===== src/design/bdq_pkg.sv =====
// Package: types, codes and default sizes for the bounded deque with search.
package bdq_pkg;

	localparam int DEPTH_DEFAULT = 16;
	localparam int CNT_W_DEFAULT = $clog2(DEPTH_DEFAULT + 1);
	localparam int DATA_W        = 32;
	localparam int MODE_W        = 3;
	localparam int STAT_W        = 2;

	// Request operation codes
	typedef enum logic [MODE_W-1:0] {
		MODE_INS_FRONT = 3'd0,
		MODE_INS_BACK  = 3'd1,
		MODE_REM_FRONT = 3'd2,
		MODE_REM_BACK  = 3'd3,
		MODE_REPLACE   = 3'd4,
		MODE_SEARCH    = 3'd5,
		MODE_DUMP      = 3'd6
	} mode_t;

	// Result status codes
	typedef enum logic [STAT_W-1:0] {
		STAT_OK     = 2'd0,
		STAT_EMPTY  = 2'd1,
		STAT_FULL   = 2'd2,
		STAT_BADPOS = 2'd3
	} stat_t;

	// Controller states
	typedef enum logic [1:0] {
		S_IDLE   = 2'd0,
		S_DECODE = 2'd1,
		S_STEP   = 2'd2
	} state_t;

	// Commands from controller to datapath
	typedef struct packed {
		logic load;        // latch the request transaction
		logic apply;       // execute single-result op and load its result
		logic scan_init;   // start a walk: read offset zero
		logic scan_step;   // read next offset, fold compare into found flag
		logic emit_entry;  // load one dump entry into the output register
	} cmd_t;

	// Status from datapath to controller
	typedef struct packed {
		logic is_scan;     // search or dump on a non-empty list
		logic is_dump;
		logic at_end;      // all entries have been read
		logic out_free;    // output register can take a result this cycle
	} sts_t;

endpackage


===== src/design/bdq_req_if.sv =====
// Request channel interface: operation, value and position.
interface bdq_req_if #(
	parameter int CNT_W = bdq_pkg::CNT_W_DEFAULT
);
	logic                      valid;
	logic                      ready;
	logic [bdq_pkg::MODE_W-1:0] mode;
	logic signed [bdq_pkg::DATA_W-1:0] value;
	logic [CNT_W-1:0]          position;

	modport source (output valid, output mode, output value, output position, input ready);
	modport sink   (input valid, input mode, input value, input position, output ready);
endinterface


===== src/design/bdq_rsp_if.sv =====
// Result channel interface: entry value, found flag, count, status and last mark.
interface bdq_rsp_if #(
	parameter int CNT_W = bdq_pkg::CNT_W_DEFAULT
);
	logic                      valid;
	logic                      ready;
	logic signed [bdq_pkg::DATA_W-1:0] entry_value;
	logic                      found;
	logic [CNT_W-1:0]          entry_count;
	logic [bdq_pkg::STAT_W-1:0] status;
	logic                      last;

	modport source (output valid, output entry_value, output found, output entry_count,
		output status, output last, input ready);
	modport sink   (input valid, input entry_value, input found, input entry_count,
		input status, input last, output ready);
endinterface


===== src/design/bounded_deque_with_search.sv =====
// Top level: bounded deque of signed 32-bit entries with search and dump.
// Channels: req (mode, value, position) and rsp (entry_value, found,
// entry_count, status, last), both valid/ready; a transaction moves on a
// rising edge with valid and ready high.
// One request is worked at a time. req.ready is high only while the block is
// idle; it drops after each accepted transaction until that request is worked.
// Insert, remove, replace and any request on an empty list: the result is
// loaded from the decode state once the output register is free, and the
// block returns to idle with it, ready for the next request.
// Search walks the stored entries through the single memory read port, one
// entry a cycle, and loads its result once the walk ends and the output is free.
// Dump gives one result per entry, one a cycle while the output is free, the
// last marked with last; the decode state reads the first entry for it.
// Results sit in an output register; a new request is taken while a result
// waits there. A stalled receiver holds a dump walk and the output register,
// and nothing is lost or repeated.
// Reset (arst_n low) empties the list: head and count clear at once, the
// entry storage is not cleared, and no result is pending.
module bounded_deque_with_search #(
	parameter int DEPTH = bdq_pkg::DEPTH_DEFAULT
) (
	input  logic    clk,
	input  logic    arst_n,
	bdq_req_if.sink   req,
	bdq_rsp_if.source rsp
);

	localparam int CNT_W = $clog2(DEPTH + 1);

	bdq_pkg::cmd_t cmd;
	bdq_pkg::sts_t sts;

	// Sequencer
	bdq_ctrl u_ctrl (
		.clk       (clk),
		.arst_n    (arst_n),
		.req_valid (req.valid),
		.req_ready (req.ready),
		.sts       (sts),
		.cmd       (cmd)
	);

	// Storage and result path
	bdq_dpath #(
		.DEPTH (DEPTH),
		.CNT_W (CNT_W)
	) u_dpath (
		.clk             (clk),
		.arst_n          (arst_n),
		.cmd             (cmd),
		.sts             (sts),
		.req_mode        (req.mode),
		.req_value       (req.value),
		.req_position    (req.position),
		.rsp_valid       (rsp.valid),
		.rsp_ready       (rsp.ready),
		.rsp_entry_value (rsp.entry_value),
		.rsp_found       (rsp.found),
		.rsp_entry_count (rsp.entry_count),
		.rsp_status      (rsp.status),
		.rsp_last        (rsp.last)
	);

endmodule


===== src/design/bdq_ctrl.sv =====
// Controller state machine: request acceptance, list walk sequencing, result emission.
module bdq_ctrl (
	input  logic            clk,
	input  logic            arst_n,
	input  logic            req_valid,
	output logic            req_ready,
	input  bdq_pkg::sts_t   sts,
	output bdq_pkg::cmd_t   cmd
);

	bdq_pkg::state_t state_q, state_nx;

	// State register
	always_ff @(posedge clk or negedge arst_n) begin
		if (!arst_n) begin
			state_q <= bdq_pkg::S_IDLE;
		end else begin
			state_q <= state_nx;
		end
	end

	// Next state
	always_comb begin
		state_nx = state_q;
		unique case (state_q)
			bdq_pkg::S_IDLE: begin
				if (req_valid) state_nx = bdq_pkg::S_DECODE;
			end
			bdq_pkg::S_DECODE: begin
				if (sts.is_scan) state_nx = bdq_pkg::S_STEP;
				else if (sts.out_free) state_nx = bdq_pkg::S_IDLE;
			end
			bdq_pkg::S_STEP: begin
				if (sts.at_end && sts.out_free) state_nx = bdq_pkg::S_IDLE;
			end
			default: state_nx = bdq_pkg::S_IDLE;
		endcase
	end

	// Outputs
	always_comb begin
		req_ready = 1'b0;
		cmd       = '0;
		unique case (state_q)
			bdq_pkg::S_IDLE: begin
				req_ready = 1'b1;
				cmd.load  = req_valid;
			end
			bdq_pkg::S_DECODE: begin
				if (sts.is_scan) cmd.scan_init = 1'b1;
				else cmd.apply = sts.out_free;
			end
			bdq_pkg::S_STEP: begin
				if (sts.is_dump) begin
					// one entry per free output slot; fetch the next alongside
					cmd.emit_entry = sts.out_free;
					cmd.scan_step  = sts.out_free && !sts.at_end;
				end else if (sts.at_end) begin
					cmd.apply = sts.out_free;
				end else begin
					cmd.scan_step = 1'b1;
				end
			end
			default: ;
		endcase
	end

endmodule


===== src/design/bdq_dpath.sv =====
// Datapath: entry memory, head and count registers, walk index, output register.
module bdq_dpath #(
	parameter int DEPTH = bdq_pkg::DEPTH_DEFAULT,
	parameter int CNT_W = $clog2(DEPTH + 1)
) (
	input  logic                              clk,
	input  logic                              arst_n,
	input  bdq_pkg::cmd_t                     cmd,
	output bdq_pkg::sts_t                     sts,
	input  logic [bdq_pkg::MODE_W-1:0]        req_mode,
	input  logic signed [bdq_pkg::DATA_W-1:0] req_value,
	input  logic [CNT_W-1:0]                  req_position,
	output logic                              rsp_valid,
	input  logic                              rsp_ready,
	output logic signed [bdq_pkg::DATA_W-1:0] rsp_entry_value,
	output logic                              rsp_found,
	output logic [CNT_W-1:0]                  rsp_entry_count,
	output logic [bdq_pkg::STAT_W-1:0]        rsp_status,
	output logic                              rsp_last
);

	localparam int IDX_W = $clog2(DEPTH);
	localparam int SUM_W = CNT_W + 1;

	// Ring position of an offset from the head; the sum stays below twice DEPTH
	function automatic logic [IDX_W-1:0] slot(input logic [IDX_W-1:0] h,
		input logic [CNT_W-1:0] off);
		logic [SUM_W-1:0] s;
		s = SUM_W'(h) + SUM_W'(off);
		if (s >= SUM_W'(DEPTH)) s = s - SUM_W'(DEPTH);
		return s[IDX_W-1:0];
	endfunction

	logic [bdq_pkg::DATA_W-1:0] mem [DEPTH];
	logic [bdq_pkg::DATA_W-1:0] rd_q;

	bdq_pkg::mode_t             mode_q;
	logic [bdq_pkg::DATA_W-1:0] value_q;
	logic [CNT_W-1:0]           pos_q;
	logic [IDX_W-1:0]           head_q, head_nx;
	logic [CNT_W-1:0]           count_q, count_nx;
	logic [CNT_W-1:0]           idx_q;
	logic                       found_q, found_bit;
	logic                       hit, full, empty;
	logic                       we, rd_en;
	logic [IDX_W-1:0]           waddr, raddr;
	bdq_pkg::stat_t             stat;

	logic                       out_valid_q;
	logic [bdq_pkg::DATA_W-1:0] out_value_q;
	logic                       out_found_q;
	logic [CNT_W-1:0]           out_count_q;
	bdq_pkg::stat_t             out_stat_q;
	logic                       out_last_q;

	assign hit   = (rd_q == value_q);
	assign full  = (count_q == CNT_W'(DEPTH));
	assign empty = (count_q == '0);

	// Single-result operations: status, found bit, memory write and next head/count
	always_comb begin
		head_nx   = head_q;
		count_nx  = count_q;
		we        = 1'b0;
		waddr     = head_q;
		stat      = bdq_pkg::STAT_OK;
		found_bit = 1'b0;
		case (mode_q)
			bdq_pkg::MODE_INS_FRONT: begin
				if (full) begin
					stat = bdq_pkg::STAT_FULL;
				end else begin
					head_nx  = (head_q == '0) ? IDX_W'(DEPTH - 1) : head_q - IDX_W'(1);
					waddr    = head_nx;
					we       = 1'b1;
					count_nx = count_q + CNT_W'(1);
				end
			end
			bdq_pkg::MODE_INS_BACK: begin
				if (full) begin
					stat = bdq_pkg::STAT_FULL;
				end else begin
					waddr    = slot(head_q, count_q);
					we       = 1'b1;
					count_nx = count_q + CNT_W'(1);
				end
			end
			bdq_pkg::MODE_REM_FRONT: begin
				if (empty) begin
					stat = bdq_pkg::STAT_EMPTY;
				end else begin
					head_nx  = slot(head_q, CNT_W'(1));
					count_nx = count_q - CNT_W'(1);
				end
			end
			bdq_pkg::MODE_REM_BACK: begin
				if (empty) stat = bdq_pkg::STAT_EMPTY;
				else count_nx = count_q - CNT_W'(1);
			end
			bdq_pkg::MODE_REPLACE: begin
				if (empty) begin
					stat = bdq_pkg::STAT_EMPTY;
				end else if (pos_q == '0 || pos_q > count_q) begin
					stat = bdq_pkg::STAT_BADPOS;
				end else begin
					waddr = slot(head_q, pos_q - CNT_W'(1));
					we    = 1'b1;
				end
			end
			bdq_pkg::MODE_SEARCH: begin
				if (empty) stat = bdq_pkg::STAT_EMPTY;
				else found_bit = found_q | hit;
			end
			bdq_pkg::MODE_DUMP: begin
				if (empty) stat = bdq_pkg::STAT_EMPTY;
			end
			default: ;
		endcase
	end

	// Walk read port
	assign rd_en = cmd.scan_init || cmd.scan_step;
	assign raddr = slot(head_q, cmd.scan_init ? '0 : idx_q);

	// Entry memory
	always_ff @(posedge clk) begin
		if (cmd.apply && we) mem[waddr] <= value_q;
	end

	always_ff @(posedge clk) begin
		if (rd_en) rd_q <= mem[raddr];
	end

	// Request latch
	always_ff @(posedge clk) begin
		if (cmd.load) begin
			mode_q  <= bdq_pkg::mode_t'(req_mode);
			value_q <= req_value;
			pos_q   <= req_position;
		end
	end

	// List control and walk state
	always_ff @(posedge clk or negedge arst_n) begin
		if (!arst_n) begin
			head_q  <= '0;
			count_q <= '0;
			idx_q   <= '0;
			found_q <= 1'b0;
		end else begin
			if (cmd.apply) begin
				head_q  <= head_nx;
				count_q <= count_nx;
			end
			if (cmd.scan_init) begin
				idx_q   <= CNT_W'(1);
				found_q <= 1'b0;
			end else if (cmd.scan_step) begin
				idx_q   <= idx_q + CNT_W'(1);
				found_q <= found_q | hit;
			end
		end
	end

	// Output register valid
	always_ff @(posedge clk or negedge arst_n) begin
		if (!arst_n) begin
			out_valid_q <= 1'b0;
		end else if (cmd.apply || cmd.emit_entry) begin
			out_valid_q <= 1'b1;
		end else if (rsp_ready) begin
			out_valid_q <= 1'b0;
		end
	end

	// Output register payload
	always_ff @(posedge clk) begin
		if (cmd.apply) begin
			out_value_q <= '0;
			out_found_q <= found_bit;
			out_count_q <= count_nx;
			out_stat_q  <= stat;
			out_last_q  <= 1'b1;
		end else if (cmd.emit_entry) begin
			out_value_q <= rd_q;
			out_found_q <= 1'b0;
			out_count_q <= count_q;
			out_stat_q  <= bdq_pkg::STAT_OK;
			out_last_q  <= (idx_q == count_q);
		end
	end

	assign sts.is_scan  = !empty && (mode_q == bdq_pkg::MODE_SEARCH || mode_q == bdq_pkg::MODE_DUMP);
	assign sts.is_dump  = (mode_q == bdq_pkg::MODE_DUMP);
	assign sts.at_end   = (idx_q == count_q);
	assign sts.out_free = !out_valid_q || rsp_ready;

	assign rsp_valid       = out_valid_q;
	assign rsp_entry_value = out_value_q;
	assign rsp_found       = out_found_q;
	assign rsp_entry_count = out_count_q;
	assign rsp_status      = out_stat_q;
	assign rsp_last        = out_last_q;

endmodule


===== src/flat_wrapper.sv =====
// flat-port wrapper written by rule: the top's interface ports become plain ports
module bounded_deque_with_search_flat 
#(
	parameter int DEPTH = bdq_pkg::DEPTH_DEFAULT
)
  (clk, arst_n, req_valid, req_mode, req_value, req_position, req_ready, rsp_valid, rsp_entry_value, rsp_found, rsp_entry_count, rsp_status, rsp_last, rsp_ready);
  bdq_req_if req_i ();
  bdq_rsp_if rsp_i ();
  input  logic clk;
  input  logic arst_n;
  input wire logic [$bits(req_i.valid)-1:0] req_valid;
  input wire logic [$bits(req_i.mode)-1:0] req_mode;
  input wire logic [$bits(req_i.value)-1:0] req_value;
  input wire logic [$bits(req_i.position)-1:0] req_position;
  output wire logic [$bits(req_i.ready)-1:0] req_ready;
  output wire logic [$bits(rsp_i.valid)-1:0] rsp_valid;
  output wire logic [$bits(rsp_i.entry_value)-1:0] rsp_entry_value;
  output wire logic [$bits(rsp_i.found)-1:0] rsp_found;
  output wire logic [$bits(rsp_i.entry_count)-1:0] rsp_entry_count;
  output wire logic [$bits(rsp_i.status)-1:0] rsp_status;
  output wire logic [$bits(rsp_i.last)-1:0] rsp_last;
  input wire logic [$bits(rsp_i.ready)-1:0] rsp_ready;
  assign req_i.valid = req_valid;
  assign req_i.mode = req_mode;
  assign req_i.value = req_value;
  assign req_i.position = req_position;
  assign req_ready = req_i.ready;
  assign rsp_valid = rsp_i.valid;
  assign rsp_entry_value = rsp_i.entry_value;
  assign rsp_found = rsp_i.found;
  assign rsp_entry_count = rsp_i.entry_count;
  assign rsp_status = rsp_i.status;
  assign rsp_last = rsp_i.last;
  assign rsp_i.ready = rsp_ready;
  bounded_deque_with_search #(.DEPTH(DEPTH)) u_core (.clk(clk), .arst_n(arst_n), .req(req_i), .rsp(rsp_i));
endmodule

===== config.mk =====
export PLATFORM = sky130hd
export DESIGN_NAME = bounded_deque_with_search_flat
export DESIGN_NICKNAME = d
export VERILOG_FILES = /design/src/design/bdq_pkg.sv /design/src/design/bdq_req_if.sv /design/src/design/bdq_rsp_if.sv /design/src/design/bounded_deque_with_search.sv /design/src/design/bdq_ctrl.sv /design/src/design/bdq_dpath.sv /design/src/flat_wrapper.sv
export SDC_FILE = /design/constraint.sdc
export NUM_CORES = 1
export LEC_CHECK = 0
export BUFFER_PORTS_ARGS = -buffer_cell sky130_fd_sc_hd__clkbuf_2
export CAP_MARGIN = 20
export CORE_MARGIN = 10
export CORE_UTILIZATION = 40
export CTS_CLUSTER_DIAMETER = 120
export DETAILED_ROUTE_END_ITERATION = 6
export PLACE_DENSITY_LB_ADDON = 0.2
export SLEW_MARGIN = 20
export SYNTH_ARGS = -nofsm -noshare
export SYNTH_HDL_FRONTEND = slang
export SYNTH_SLANG_ARGS = --single-unit

===== constraint.sdc =====
create_clock -name clk -period 7.6 [get_ports clk]
set_clock_uncertainty 0.2 [all_clocks]
set_input_delay 1.52 -clock clk [delete_from_list [all_inputs] [get_ports clk]]
set_output_delay 1.52 -clock clk [all_outputs]
set_load 0.005 [all_outputs]

==> impl_metrics.json <==
{
  "routedWlPerCell_um": 26.47,
  "hold_violations": 0,
  "ys_seq_elements": 643,
  "cts.sinks": 643,
  "p_switching_mw": 4.151,
  "hold_ws_ns": 0.2523,
  "min_from": "u_core.u_dpath.rsp_entry_value[9]$_SDFFE_PP0P_",
  "numPortBuffers": 86,
  "reg2reg_to": "u_core.u_dpath.rd_q[16]$_DFFE_PP_",
  "stdcell_area_sq_um": 29170,
  "antenna_found_initial": 0,
  "hold_path_class": "reg2reg",
  "worst_slew_pin_slew_ns": 1.065,
  "nets": 1473,
  "cp-start-kind": "register",
  "synth_area_leader_cell": "edfxtp_1",
  "h-tree-depth": 3,
  "cts_hold_buf": 0,
  "synth.top_cell.area_share_pct": 70.14,
  "antenna_cells": 0,
  "final_core_util_pct": 46.41,
  "ios": 87,
  "fin_ws_ns": 2.068,
  "fmax_ghz": 0.1808,
  "clkTransAtPathRegs_ns": 0.06,
  "pwr-share-clk_pct": 25.0,
  "grt_max_degree": 72,
  "track_usage_pct": 16.50,
  "pwr-share-comb_pct": 37.9,
  "ff2ff_setup_slack_ns": 2.07,
  "detail-route-antenna-nets": 0,
  "yosysMostFrequentCell": "edfxtp_1",
  "hpwl_mm": 32.19,
  "syn_inst": 1271,
  "gp_congestion": 0.7765,
  "status": "completed",
  "synth-edff-count": 592,
  "yosysSeqAreaShare_pct": 74.52,
  "dr.pass1.iters": 5,
  "drv_slew": 0,
  "first_iter_violations": 1126,
  "grt_first_pass_wirelength_mm": 89.77,
  "chipHeight_um": 271.7,
  "drc": 0,
  "clock_latency_ns": 0.59,
  "pwr-share-seq_pct": 37.1,
  "timing.rr.start": "u_core.u_dpath.count_q[1]$_DFFE_PN0P_",
  "setup_viol": 0,
  "cap_violations": 0,
  "root_buffer": "clkbuf_16",
  "min_path_cells": 2,
  "final_cell_count_no_fill": 2299,
  "cts_setup_buffers": 0,
  "viasPerCell": 5.474,
  "cts_tree": "done",
  "drive_above_1_share_pct": 28.22,
  "fillCellCount": 5335,
  "end_kind": "register",
  "powerDensity_nw_per_um2": 451.6,
  "reg2regPathDepth": 11,
  "overflow": 0,
  "cts-buffers-inserted": 71,
  "yosysUniqueCellTypes": 61,
  "intPower_mw": 9.022,
  "fin_crit_sh_pct": 72.79,
  "yosys-top-cells-count": "edfxtp_1, mux4_2, nand2_1",
  "hold_end": "u_core.u_dpath.rsp_entry_value[9]$_SDFFE_PP0P_",
  "vias": 12585,
  "netlist_area_sq_um": 25350,
  "arrival_ns": 5.66,
  "swShare_pct": 31.51,
  "cts_resized": 0,
  "synthesis.nets": 1342,
  "postSynthAreaPerCell_sq_um": 19.94,
  "core_area_sq_um": 62850,
  "grt_pass1_vias": 13070,
  "placed_cell_area_sq_um": 26980,
  "tns_ns": 0,
  "ys.flop_type": "edfxtp_1",
  "clockBufferDepth": 3,
  "dieArea_sq_um": 73830,
  "synth_area_leaders": "edfxtp_1, mux4_2, dfxtp_1",
  "cp_data_required_time_ns": 7.72,
  "relSlewSlack_pct": 29.01,
  "critical_path_class": "reg2reg",
  "start_util_pct": 40.33,
  "synth-async-reset-ratio_pct": 2.799,
  "dp.cells": 2175,
  "period_needed_ns": 5.532,
  "ys_warn_count": 0,
  "wl_mm": 60.87,
  "rows": 92,
  "syn_to_final_growth_pct": 15.09,
  "rsz0062_at_grt": "no",
  "place_ws_ns": 2.067,
  "dieWidth_um": 271.7,
  "vdd_ir_drop_max_uv": 479.3,
  "power_mw": 13.17,
  "p_leak_nw": 9.416,
  "crit_fanout": 61
}
==> area by class of cell <==
cell class	instances	area, sq um	area share (%)
inverters	22	82.58	0.2831
flip-flops and latches	643	18890	64.75
clock inverters	30	297.8	1.021
clock buffers	94	1893	6.490
multi-input cells	545	6247	21.42
well taps	846	1059	3.629
repair buffers	119	703.2	2.411
==> routing by layer <==
| layer | wire (um) | global-route usage (%) |
|---|---|---|
| met4 | 925 | 4.620 |
| met3 | 3390 | 2.682 |
| met1 | 26270 | 22.43 |
| met5 | 0 | 0 |
| met2 | 30280 | 27.18 |
==> how the worst max path moves through the flow <==
| stage | from | slack (ns) | end | cells past startpoint |
|---|---|---|---|---|
| after floorplan | rsp_ready | 2.20 | u_core.u_dpath.mem[10][0]$_DFFE_PP_ | 7 |
| after global placement | u_core.u_dpath.count_q[1]$_DFFE_PN0P_ | 2.15 | u_core.u_dpath.rd_q[2]$_DFFE_PP_ | 11 |
| after detailed placement | u_core.u_dpath.count_q[1]$_DFFE_PN0P_ | 2.07 | u_core.u_dpath.rd_q[17]$_DFFE_PP_ | 11 |
| after CTS | u_core.u_dpath.count_q[1]$_DFFE_PN0P_ | 2.04 | u_core.u_dpath.rd_q[2]$_DFFE_PP_ | 11 |
| after global routing | u_core.u_dpath.count_q[1]$_DFFE_PN0P_ | 1.87 | u_core.u_dpath.rd_q[31]$_DFFE_PP_ | 11 |
| final | u_core.u_dpath.count_q[1]$_DFFE_PN0P_ | 2.07 | u_core.u_dpath.rd_q[16]$_DFFE_PP_ | 11 |
==> power by group through the flow <==
stage | logic, mW | registers [mW] | clock network [mW]
6_report | 4.99 | 4.89 | 3.29
5_1_grt | 5.40 | 4.94 | 3.52
4_1_cts | 5.12 | 4.89 | 3.38
3_5_place_dp | 5.11 | 4.96 | 0
3_3_place_gp | 5.05 | 4.95 | 0
2_1_floorplan | 3.83 | 4.80 | 0
==> sequential cells by signal (all words and copies together), names as in the netlist, 2 cells and up <==
| name | flops |
|---|---|
| u_core.u_ctrl.state_q | 2 |
| u_core.u_dpath.count_q | 5 |
| u_core.u_dpath.head_q | 4 |
| u_core.u_dpath.idx_q | 5 |
| u_core.u_dpath.mem | 512 |
| u_core.u_dpath.mode_q | 3 |
| u_core.u_dpath.pos_q | 5 |
| u_core.u_dpath.rd_q | 32 |
| u_core.u_dpath.rsp_entry_count | 5 |
| u_core.u_dpath.rsp_entry_value | 32 |
| u_core.u_dpath.rsp_status | 2 |
| u_core.u_dpath.value_q | 32 |
==> worst max-delay path, cell delays in order (launching register included) <==
cell and delay, ns:
dfrtp_1 0.50, inv_1 0.17, ha_1 0.28, or4b_4 0.56, nand4_1 0.26, and2_1 0.21, ha_4 0.14, inv_1 0.06
fa_4 1.51, buf_4 0.48, mux4_2 0.37, mux4_2 0.47
==> cells by family after synthesis <==
logic type	synth area share, %
adders and majority gates	1.422
muxes	14.38
and+or+nand+nor	3.757
buffers and inverters	1.392
AOI/OAI and AO/OA	2.631
DFF	74.52
xor gates and xnor gates	1.896
==> cells in the final DEF (no fill, tap or decap), types with 4 or more instances in the layout <==
master / n
edfxtp_1: 592
mux4_2: 160
clkbuf_2: 86
nand2_1: 83
clkbuf_16: 71
a21oi_1: 49
xnor2_1: 42
dfxtp_1: 33
buf_4: 31
nor2_1: 30
ha_1: 23
inv_1: 22
clkbuf_1: 20
dfrtp_1: 18
nor3_2: 16
nand4_1: 12
clkinv_2: 12
xor2_1: 10
o21ai_0: 10
nand2b_1: 9
clkinv_1: 9
nor3_1: 7
nor4_1: 6
nand3_1: 6
bufinv_16: 6
and2_1: 5
o31ai_1: 4
o22ai_1: 4
a211o_1: 4
Note: power is estimated with default switching activity, not from simulation.
